**src/design/spo_pkg.sv**
```systemverilog
// ----------------------------------------------------------------------------
// spo_pkg
// Shared types and widths for the shape pair overlap test pipeline.
// ----------------------------------------------------------------------------
package spo_pkg;

    // Coordinate format: signed fixed point, 4 fraction bits
    localparam int COORD_W = 16;
    // Difference or sum of two coordinates
    localparam int DIFF_W  = COORD_W + 1;
    // Doubled-coordinate terms (2c - (lo + hi))
    localparam int SUM2_W  = COORD_W + 2;
    // Excess minus half-size before the floor at zero
    localparam int CLAMP_W = COORD_W + 3;
    // Unsigned squarer operand
    localparam int MAG_W   = COORD_W + 2;
    // Square and sum of two squares
    localparam int SQ_W    = 2 * MAG_W;
    localparam int ACC_W   = SQ_W + 1;

    typedef enum logic
    {
        KIND_BOX    = 1'b0,
        KIND_CIRCLE = 1'b1
    } spo_kind_t;

    typedef enum logic [1:0]
    {
        MODE_BOX_BOX,
        MODE_BOX_CIRC,
        MODE_CIRC_CIRC
    } spo_mode_t;

    // Stage 1 result: differences, doubled offsets, box-box flag
    typedef struct packed
    {
        spo_mode_t                 mode;
        logic                      bb_hit;
        logic signed [DIFF_W-1:0]  dx;
        logic signed [DIFF_W-1:0]  dy;
        logic signed [DIFF_W-1:0]  rsum;
        logic [COORD_W:0]          ux;
        logic [COORD_W:0]          uy;
        logic signed [DIFF_W-1:0]  hwx;
        logic signed [DIFF_W-1:0]  hwy;
        logic signed [COORD_W-1:0] rad;
    } spo_prep_t;

    // Stage 2 result: squarer operands
    typedef struct packed
    {
        spo_mode_t        mode;
        logic             bb_hit;
        logic [MAG_W-1:0] op0;
        logic [MAG_W-1:0] op1;
        logic [MAG_W-1:0] op2;
    } spo_clamp_t;

    // Stage 3 result: squares
    typedef struct packed
    {
        spo_mode_t       mode;
        logic            bb_hit;
        logic [SQ_W-1:0] sq0;
        logic [SQ_W-1:0] sq1;
        logic [SQ_W-1:0] sq2;
    } spo_square_t;

endpackage

```
**src/design/spo_pair_if.sv**
```systemverilog
// ----------------------------------------------------------------------------
// spo_pair_if
// Request channel carrying one pair of shapes.
// ----------------------------------------------------------------------------
interface spo_pair_if;
    import spo_pkg::*;

    logic                      valid;
    logic                      ready;
    logic                      a_kind;
    logic signed [COORD_W-1:0] a_first_x;
    logic signed [COORD_W-1:0] a_first_y;
    logic signed [COORD_W-1:0] a_second_x;
    logic signed [COORD_W-1:0] a_second_y;
    logic                      b_kind;
    logic signed [COORD_W-1:0] b_first_x;
    logic signed [COORD_W-1:0] b_first_y;
    logic signed [COORD_W-1:0] b_second_x;
    logic signed [COORD_W-1:0] b_second_y;

    modport source
    (
        output valid, a_kind, a_first_x, a_first_y, a_second_x, a_second_y,
        output b_kind, b_first_x, b_first_y, b_second_x, b_second_y,
        input  ready
    );

    modport sink
    (
        input  valid, a_kind, a_first_x, a_first_y, a_second_x, a_second_y,
        input  b_kind, b_first_x, b_first_y, b_second_x, b_second_y,
        output ready
    );

endinterface

```
**src/design/spo_prep.sv**
```systemverilog
// ----------------------------------------------------------------------------
// spo_prep
// Stage 1: decode shape kinds, box-box interval test, coordinate differences
// and doubled-coordinate offsets of the circle centre from the box centre.
// ----------------------------------------------------------------------------
module spo_prep
(
    input  logic               clk,
    input  logic               rst_n,
    spo_pair_if.sink           pair,
    input  logic               out_ready,
    output logic               out_valid,
    output spo_pkg::spo_prep_t out_data
);
    import spo_pkg::*;

    logic      valid_reg;
    spo_prep_t data_reg;
    spo_prep_t data_next;
    logic      circ_is_a;

    logic signed [COORD_W-1:0] bx0, by0, bx1, by1;
    logic signed [COORD_W-1:0] cx, cy;
    logic signed [SUM2_W-1:0]  ddx, ddy, ndx, ndy;

    // Stage accepts when empty or when its content moves on
    assign pair.ready = !valid_reg || out_ready;

    // Box and circle roles for the mixed test
    assign circ_is_a = (spo_kind_t'(pair.a_kind) == KIND_CIRCLE);
    assign bx0 = circ_is_a ? pair.b_first_x  : pair.a_first_x;
    assign by0 = circ_is_a ? pair.b_first_y  : pair.a_first_y;
    assign bx1 = circ_is_a ? pair.b_second_x : pair.a_second_x;
    assign by1 = circ_is_a ? pair.b_second_y : pair.a_second_y;
    assign cx  = circ_is_a ? pair.a_first_x  : pair.b_first_x;
    assign cy  = circ_is_a ? pair.a_first_y  : pair.b_first_y;

    // 2c - (lo + hi), doubled coordinates
    assign ddx = (SUM2_W'(cx) + SUM2_W'(cx)) - (SUM2_W'(bx0) + SUM2_W'(bx1));
    assign ddy = (SUM2_W'(cy) + SUM2_W'(cy)) - (SUM2_W'(by0) + SUM2_W'(by1));
    assign ndx = -ddx;
    assign ndy = -ddy;

    always_comb
    begin
        // test selection
        if (spo_kind_t'(pair.a_kind) == KIND_BOX && spo_kind_t'(pair.b_kind) == KIND_BOX)
        begin
            data_next.mode = MODE_BOX_BOX;
        end
        else if (spo_kind_t'(pair.a_kind) == KIND_CIRCLE &&
                 spo_kind_t'(pair.b_kind) == KIND_CIRCLE)
        begin
            data_next.mode = MODE_CIRC_CIRC;
        end
        else
        begin
            data_next.mode = MODE_BOX_CIRC;
        end

        // closed intervals, touching counts
        data_next.bb_hit = !(pair.a_second_x < pair.b_first_x ||
                             pair.b_second_x < pair.a_first_x) &&
                           !(pair.a_second_y < pair.b_first_y ||
                             pair.b_second_y < pair.a_first_y);

        // circle pair terms
        data_next.dx   = DIFF_W'(pair.a_first_x) - DIFF_W'(pair.b_first_x);
        data_next.dy   = DIFF_W'(pair.a_first_y) - DIFF_W'(pair.b_first_y);
        data_next.rsum = DIFF_W'(pair.a_second_x) + DIFF_W'(pair.b_second_x);

        // box-circle terms
        data_next.ux  = ddx[SUM2_W-1] ? ndx[COORD_W:0] : ddx[COORD_W:0];
        data_next.uy  = ddy[SUM2_W-1] ? ndy[COORD_W:0] : ddy[COORD_W:0];
        data_next.hwx = DIFF_W'(bx1) - DIFF_W'(bx0);
        data_next.hwy = DIFF_W'(by1) - DIFF_W'(by0);
        data_next.rad = circ_is_a ? pair.a_second_x : pair.b_second_x;
    end

    // valid bit
    always_ff @(posedge clk or negedge rst_n)
    begin
        if (!rst_n)
        begin
            valid_reg <= 1'b0;
        end
        else if (pair.ready)
        begin
            valid_reg <= pair.valid;
        end
    end

    // payload
    always_ff @(posedge clk)
    begin
        if (pair.ready && pair.valid)
        begin
            data_reg <= data_next;
        end
    end

    assign out_valid = valid_reg;
    assign out_data  = data_reg;

endmodule

```
**src/flat_wrapper.sv**
```systemverilog
// flat-port wrapper written by rule: the top's interface ports become plain ports
module spo_prep_flat import spo_pkg::*;
  (clk, rst_n, out_ready, out_valid, out_data, pair_valid, pair_a_kind, pair_a_first_x, pair_a_first_y, pair_a_second_x, pair_a_second_y, pair_b_kind, pair_b_first_x, pair_b_first_y, pair_b_second_x, pair_b_second_y, pair_ready);
  spo_pair_if pair_i ();
  input  logic clk;
  input  logic rst_n;
  input  logic out_ready;
  output logic out_valid;
  output spo_pkg::spo_prep_t out_data;
  input wire logic [$bits(pair_i.valid)-1:0] pair_valid;
  input wire logic [$bits(pair_i.a_kind)-1:0] pair_a_kind;
  input wire logic [$bits(pair_i.a_first_x)-1:0] pair_a_first_x;
  input wire logic [$bits(pair_i.a_first_y)-1:0] pair_a_first_y;
  input wire logic [$bits(pair_i.a_second_x)-1:0] pair_a_second_x;
  input wire logic [$bits(pair_i.a_second_y)-1:0] pair_a_second_y;
  input wire logic [$bits(pair_i.b_kind)-1:0] pair_b_kind;
  input wire logic [$bits(pair_i.b_first_x)-1:0] pair_b_first_x;
  input wire logic [$bits(pair_i.b_first_y)-1:0] pair_b_first_y;
  input wire logic [$bits(pair_i.b_second_x)-1:0] pair_b_second_x;
  input wire logic [$bits(pair_i.b_second_y)-1:0] pair_b_second_y;
  output wire logic [$bits(pair_i.ready)-1:0] pair_ready;
  assign pair_i.valid = pair_valid;
  assign pair_i.a_kind = pair_a_kind;
  assign pair_i.a_first_x = pair_a_first_x;
  assign pair_i.a_first_y = pair_a_first_y;
  assign pair_i.a_second_x = pair_a_second_x;
  assign pair_i.a_second_y = pair_a_second_y;
  assign pair_i.b_kind = pair_b_kind;
  assign pair_i.b_first_x = pair_b_first_x;
  assign pair_i.b_first_y = pair_b_first_y;
  assign pair_i.b_second_x = pair_b_second_x;
  assign pair_i.b_second_y = pair_b_second_y;
  assign pair_ready = pair_i.ready;
  spo_prep u_core (.clk(clk), .rst_n(rst_n), .pair(pair_i), .out_ready(out_ready), .out_valid(out_valid), .out_data(out_data));
endmodule
```
**config.mk**
```make
export PLATFORM = sky130hd
export DESIGN_NAME = spo_prep_flat
export DESIGN_NICKNAME = d
export VERILOG_FILES = /design/src/design/spo_pkg.sv /design/src/design/spo_pair_if.sv /design/src/design/spo_prep.sv /design/src/flat_wrapper.sv
export SDC_FILE = /design/constraint.sdc
export NUM_CORES = 1
export LEC_CHECK = 0
export CAP_MARGIN = 10
export CORE_UTILIZATION = 52
export DETAILED_ROUTE_END_ITERATION = 8
export DONT_BUFFER_PORTS = 1
export HOLD_SLACK_MARGIN = 0.12
export MAX_ROUTING_LAYER = met4
export PLACE_DENSITY = 0.68
export SYNTH_ARGS = -nofsm -noshare
export SYNTH_HDL_FRONTEND = slang
export SYNTH_SLANG_ARGS = --single-unit
```
**constraint.sdc**
```tcl
create_clock -name clk -period 8.6 [get_ports clk]
set_clock_uncertainty 0.2 [all_clocks]
set_input_delay 0.86 -clock clk [delete_from_list [all_inputs] [get_ports clk]]
set_output_delay 0.86 -clock clk [all_outputs]
set_load 0.005 [all_outputs]
```
==> results.ini, run 1 <==
[outcome]
outcome=finished, final reports clean

[floorplan]
dieArea_mm2=0.0271
ioPinCount=274
die_w_um=165
start_util=0.530
die_h_um=165
row_count=59
core-area_mm2=0.0260

[grt]
grt_pass1_wl_mm=52.3
grt_pass1_vias=10100
grt_start_max_net_pins=149
overflow=0
track_usage=0.261
antenna_found_initial=0

[route]
dr.pass1.iters=5
num_vias=10300
drc=0
postRouteAntennaNets=0
totalWireLength_mm=34.7
vias_per_cell=5.81
drt_iter0_drc=668
avgRoutedWirePerCell_um=19.6

[place]
dp_hpwl_mm=28.2
io_buffers=0
dpl_cell_area_mm2=0.0141
dp_cells=1740
place_congestion=0.956

[logic_synthesis]
syn-num-nets=1805
synth_cell_types=65
synth_top_family_by_area=adder cells
synth.area.mux_share=0.0608
yosys.area.top_type_share=0.299
yosys_register_bits=138
synth-simple-area-share=0.130
synth.yosys.warnings=0
synthFlopType=edfxtp_1
synthArstFlopShare=0.00725
syn_avg_cell_area_um2=9.64
synth_area_leader_cell=edfxtp_1
synth_common_cells=ha_1, inv_1, edfxtp_1
ys_seq_area_frac=0.301
synth.most_common_cell=ha_1
syn-cell-area_mm2=0.0138
yosys-top-cells-area=edfxtp_1, ha_1, fa_1
syn-instance-count=1428
synth-compound-area-share=0.142
synth-edff-count=137
synthAdderAreaFrac=0.241
yosys.area_share.xor_xnor=0.0719

[sta]
tns_ns=0
post-route-period-util=0.578
rsz0062_at_grt=no
slew_headroom=0.348
fmax_mhz=201
fin_crit_ns=4.97
hold_slack_ns=0.351
setup_viol=0
tightest_slew_ns=0.979
finalHoldViolCount=0
drv_slew=0

[hold_path]
hold_start=pair_valid
min_to=u_core.out_valid
hold_class=input port to register
hold_path_depth=1

[worst_setup_path]
crit-reg2reg-launch=u_core.out_valid
crit_fanout=148
worst_setup_path_end_kind=register
arrival_ns=4.94
required_ns=8.57
reg2reg_depth=3
timing.setup.critical_path_class=input port to register
start_kind=input port
rrSetupSlack_ns=5.76
r2r-end=u_core.out_data[111]

[clocking]
numClockSinks=138
numCtsBuffers=17
cts_hold_buf=1
cts_tree=built
clk_pin_slew_ns=0.06
clk_latency_ns=0.41
clockRootBuffer=clkbuf_16
clock_path_buffers=2
htree_levels=4
cts_resized=0
cts_setup_buffers=0

[power]
p_total_mw=3.27
ir_drop_mv=0.134
clockPowerShare=0.259
p_seq_frac=0.328
switching_share=0.355
power_density_mw_per_mm2=221
internal-power_mw=2.11
combPwrFrac=0.413
leakagePower_nw=6.67
p_sw_mw=1.16

[layout]
area_growth_pct=7.37
layout-drive-gt1-share=0.0452
nNetsFinal=1802
design_area_mm2=0.0148
n_antenna_cell=0
num-fill-cells=2291
fin_cells=1773

[run]
max_cap_violations=0

==> per-layer routing <==
metal	GRT usage	part of all wire	up-vias	wire length [um]
li1	-	-	5093	-
met5	-	0	-	0
met1	0.302	0.42	4859	14500
met2	0.437	0.49	287	16900
met3	0.0701	0.069	55	2390
met4	0.0872	0.025	0	865
==> flip-flops by register name, indices dropped and copies added (netlist names) <==
signal,cells
u_core.out_data,137
u_core.out_valid,1
==> power groups by stage <==
stage	sequential (mW)	clock, mW	combinational (mW)
finish	1.07	0.848	1.35
detailed placement	1.09	0	1.35
global placement	1.09	0	1.31
floorplan	1.04	0	1.09
CTS	1.08	0.860	1.35
global route	1.10	0.885	1.50
==> cell type report <==
| class | instances | area, um2 | share of cell area |
|---|---|---|---|
| multi-input cells | 1095 | 8890 | 0.602 |
| flip-flops and latches | 138 | 4140 | 0.280 |
| inverters | 169 | 634 | 0.0429 |
| clock buffers | 22 | 474 | 0.0321 |
| well taps | 335 | 419 | 0.0284 |
| clock inverters | 10 | 189 | 0.0128 |
| repair buffers | 4 | 32.5 | 0.00220 |
==> critical path: stages <==
cell      delay, ns
mux2i_1        0.37
fa_1           0.46
ha_1           0.41
and4_1         0.22
a211o_1        0.35
or4b_1         0.57
nand3b_1       0.15
nand3_1        0.12
and4_1         0.22
nor3_2         0.71
o21ai_0        0.28
xnor2_1        0.19
==> worst max path at each step <==
| stage | start | to |
|---|---|---|
| after detailed placement | pair_b_first_y[3] | u_core.out_data[61] |
| after floorplan | pair_a_kind | u_core.out_data[65] |
| after CTS | pair_b_first_y[3] | u_core.out_data[61] |
| after global placement | pair_a_kind | u_core.out_data[61] |
| final | pair_a_kind | u_core.out_data[61] |
| after global routing | pair_a_kind | u_core.out_data[59] |
==> per-stage QoR <==
| step | worst slack, ns | utilization |
|---|---|---|
| after CTS | 3.64 | 0.569 |
| after global placement | 3.29 | 0.543 |
| after floorplan | 2.78 | - |
| after detailed placement | 3.18 | 0.543 |
| final | 3.63 | 0.569 |
| after global routing | 3.34 | 0.569 |
==> placed cells by master, fill, tap and decap left out, types with 6 or more instances in the layout <==
cell         n
a2111oi_0    7
a211oi_1     7
a21boi_0     7
a21o_1      42
a21oi_1     65
a221oi_1     8
a31oi_1     10
and2_1       6
and3_1       6
clkbuf_16   17
edfxtp_1   137
fa_1        37
ha_1       206
inv_1      169
mux2_2      17
mux2i_1     63
nand2_1     99
nand2b_1    22
nand3_1     24
nand3b_1     8
nand4_1     12
nor2_1      71
nor2b_1     21
nor3_1      39
nor3b_1      6
nor4_1       6
o21a_1      14
o21ai_0     77
o21bai_1     6
o31ai_1      9
or3_1       25
xnor2_1     77
xor2_1      36
==> logic make-up (layout without fill, tap and decap cells) <==
kind of cell / Yosys count / after routing
buf+inv: 195 / 205
flops: 138 / 138
xor+xnor: 113 / 113
mux: 81 / 81
fa+ha+maj: 243 / 243
compound gates: 298 / 298
simple gates: 360 / 360
No activity file was read; power rests on OpenSTA's default activity.
==> run 2: changes to the inputs <==
--- a/config.mk
+++ b/config.mk
@@ -5,6 +5,7 @@
 export SDC_FILE = /design/constraint.sdc
 export NUM_CORES = 1
 export LEC_CHECK = 0
+export ABC_AREA = 1
 export CAP_MARGIN = 10
 export CORE_UTILIZATION = 52
 export DETAILED_ROUTE_END_ITERATION = 8
==> constraint.sdc (replaced) <==
create_clock -name clk -period 5 [get_ports clk]
set_clock_uncertainty 0.2 [all_clocks]
set_input_delay 0.5 -clock clk [delete_from_list [all_inputs] [get_ports clk]]
set_output_delay 0.5 -clock clk [all_outputs]
set_load 0.005 [all_outputs]
==> run 2 against run 1 <==
Synthesized cell count is 31% higher. Routed wire length is 13% higher. Via count up 19%. Clock-buffer cell count is 3 lower. Critical path type unchanged. Non-clock buffer count is 40 higher. Flip-flop and latch count unchanged. Die area up 5.8%. First-iteration DRC count fell by 12%. Highest routed layer unchanged. Area after synthesis rose by 5.8%.
==> results.ini, run 2 <==
[sta]
finalHoldViolCount=0  ; unchanged
post-route-period-util=0.719
drv_slew=0  ; unchanged
slew_headroom=0.463  ; +0.115
rsz0062_at_grt=no
fmax_mhz=278
tightest_slew_ns=0.805  ; -0.173 ns
tns_ns=0  ; unchanged
finalWorstSetupSlack_ns=1.40  ; -2.22 ns
fin_crit_ns=3.60
setup_viol=0  ; unchanged

[floorplan]
row_count=60  ; +1.7%
die_h_um=169  ; +2.8%
core-area_mm2=0.0273  ; +4.9%
start_util=0.535  ; +0.00486
ioPinCount=274  ; unchanged
die_w_um=169  ; +2.8%
dieArea_mm2=0.0287  ; +5.8%

[worst_setup_path]
start_kind=input port
crit_fanout=209  ; +41%
arrival_ns=3.58  ; -1.36 ns
critPathBufInv=3  ; +3
critPathSlowestCell=fa_1
worst_setup_path_end_kind=register
timing.setup.critical_path_class=input port to register
cp-startpoint=pair_a_kind
critPathMaxStageDelay_ns=0.51  ; -0.20 ns
required_ns=4.99  ; -3.58 ns
crit_chain=inv_2, or2_2, o21ai_0, inv_1, ha_1, fa_1, nor2_1, nor2_1, nor3_1, inv_1, nor3_1, nand3_1, nand3b_1, nand2_1
crit-reg2reg-launch=u_core.out_valid
crit_family=simple AND/OR/NAND/NOR gates

[grt]
antenna_found_initial=1  ; +1
grt_pass1_wl_mm=61.9  ; +18%
track_usage=0.288  ; +0.0271
overflow=0  ; unchanged
grt_start_max_net_pins=210  ; +41%
grt_pass1_vias=12300  ; +21%

[clocking]
numCtsBuffers=17  ; unchanged
cts_setup_buffers=0  ; unchanged
htree_levels=4  ; unchanged
clk_pin_slew_ns=0.06  ; about the same
clock_path_buffers=2  ; unchanged
clockRootBuffer=clkbuf_16
cts_tree=built
numClockSinks=138  ; unchanged
clk_latency_ns=0.41  ; about the same

[route]
wl_met1_mm=14.9  ; +2.5%
dr.pass1.iters=5  ; unchanged
wl_met2_mm=20.0  ; +18%
totalWireLength_mm=39.1  ; +13%
drc=0  ; unchanged
wl_met3_mm=2.74  ; +15%
avgRoutedWirePerCell_um=17.0  ; -13%
drt_iter0_drc=588  ; -12%
vias_per_cell=5.33  ; -8.2%
routed.top_layer=met4
num_vias=12200  ; +19%
postRouteAntennaNets=0  ; unchanged

[hold_path]
hold_start=pair_b_second_x[8]
hold_class=input port to register

[layout]
nNetsFinal=2288  ; +27%
layout-drive-gt1-share=0.0495  ; +0.00425
area_growth_pct=8.98
largest_reg_flops=137  ; unchanged
fin_cells=2294  ; +29%
final_common_cell=nand2_1
final_cell_mix=nand2_1, inv_1, ha_1
num-fill-cells=2536  ; +11%

[logic_synthesis]
synthFlopType=edfxtp_1
synthArstFlopShare=0.00725  ; unchanged
ys_seq_area_frac=0.284  ; -0.0166
synth_common_cells=nand2_1, inv_1, ha_1
syn-num-nets=2253  ; +25%
syn_avg_cell_area_um2=7.77  ; -19%
yosys.area.top_type_share=0.282  ; -0.0165
synth-edff-count=137  ; unchanged
synth_area_leader_cell=edfxtp_1
synth.most_common_cell=nand2_1
syn-instance-count=1876  ; +31%
synth_cell_types=41  ; -37%
syn-cell-area_mm2=0.0146  ; +5.8%
yosys_register_bits=138  ; unchanged
synth.yosys.warnings=0  ; unchanged
yosys-top-cells-area=edfxtp_1, ha_1, nand2_1

[place]
io_buffers=0  ; unchanged
dp_cells=2221  ; +28%
dp_hpwl_mm=31.3  ; +11%
place_congestion=1.01  ; +5.3%
place_worst_setup_slack_ns=1.04  ; -2.13 ns

[power]
power_density_mw_per_mm2=340  ; +54%
ir_drop_mv=0.183  ; +36%
leakagePower_nw=7.87  ; +18%

[outcome]
outcome=finished, final reports clean

[run]
max_cap_violations=0  ; unchanged

## run 2: cell types whose count changed after synthesis, sizes merged, moves of 25 or more
cell	before	now
nand2	99	484
inv	169	319
o21ai	78	176
a21oi	65	128
mux2i	63	1
nand3	24	81
xnor2	77	27
xor2	36	69
a21o	42	11
or3	25	0
## run 2: cell families (layout without fill, tap and decap cells)
kind of cell               count (synthesis)  count (layout)  synth area share
and+or+nand+nor                          717             717             0.215
buffers and inverters                    347             392            0.0915
muxes                                      1               1          0.000687
adders and majority gates                243             243             0.228
AOI/OAI and AO/OA                        334             334             0.121
other                                      0               1                 0
xor gates and xnor gates                  96              96            0.0598
DFF                                      138             138             0.284
## run 2: layer usage
metal,up-vias,GRT usage
li1,6188,-
met1,5579,0.288
met2,356,0.527
met3,99,0.0746
met4,0,0.125
met5,-,-
## run 2: power breakdown
part | internal, mW | total [mW] | leakage (nW) | switching, mW
clock network | 0.668 | 1.18 | 0.239 | 0.507
registers | 1.63 | 1.74 | 1.32 | 0.111
logic | 0.896 | 2.48 | 6.31 | 1.59
## run 2: repair_timing
action | 4_1_cts | 5_1_grt
endpoints found under the setup margin | 0 | 0
hold buffers | 43 | 0
resized for setup | 0 | 0
hold endpoints to repair | 21 | 0
## run 2: worst paths after layout
kind	slack, ns	endpoint	depth (start not counted)
min in group asynchronous	0.62	u_core.out_valid	2
min reg2reg	0.82	u_core.out_data[75]	2
max reg2reg	3.13	u_core.out_data[24]	2
max in group asynchronous	3.87	u_core.out_valid	2
max	1.40	u_core.out_data[63]	14
min	0.14	u_core.out_data[8]	2
## run 2: cell type report
| type | instances | area (um2) | area share |
|---|---|---|---|
| Tap cell | 372 | 465 | 0.0293 |
| Clock inverter | 10 | 81.3 | 0.00512 |
| Antenna cell | 1 | 2.50 | 0.000158 |
| Multi-Input combinational cell | 1391 | 9110 | 0.574 |
| Sequential cell | 138 | 4140 | 0.261 |
| Timing Repair Buffer | 44 | 450 | 0.0284 |
| Inverter | 319 | 1200 | 0.0754 |
| Clock buffer | 19 | 433 | 0.0273 |
## run 2: per-stage QoR
stage | util | hold slack [ns] | power, mW | instance area, um2
4_1_cts | 0.583 | 0.120 | 5.43 | 15900
6_report | 0.583 | 0.142 | 5.39 | 15900
3_5_place_dp | 0.548 | 0.00443 | 4.21 | 14900
2_1_floorplan | - | 0.00441 | 3.70 | 14600
5_1_grt | 0.583 | 0.130 | 5.85 | 15900
3_3_place_gp | 0.548 | 0.00444 | 4.17 | 14900
## run 2: worst register-to-register path: stages, from the launching register on
cell	delay, ns
dfrtp_1	0.43
a21oi_4	0.18
buf_12	0.52
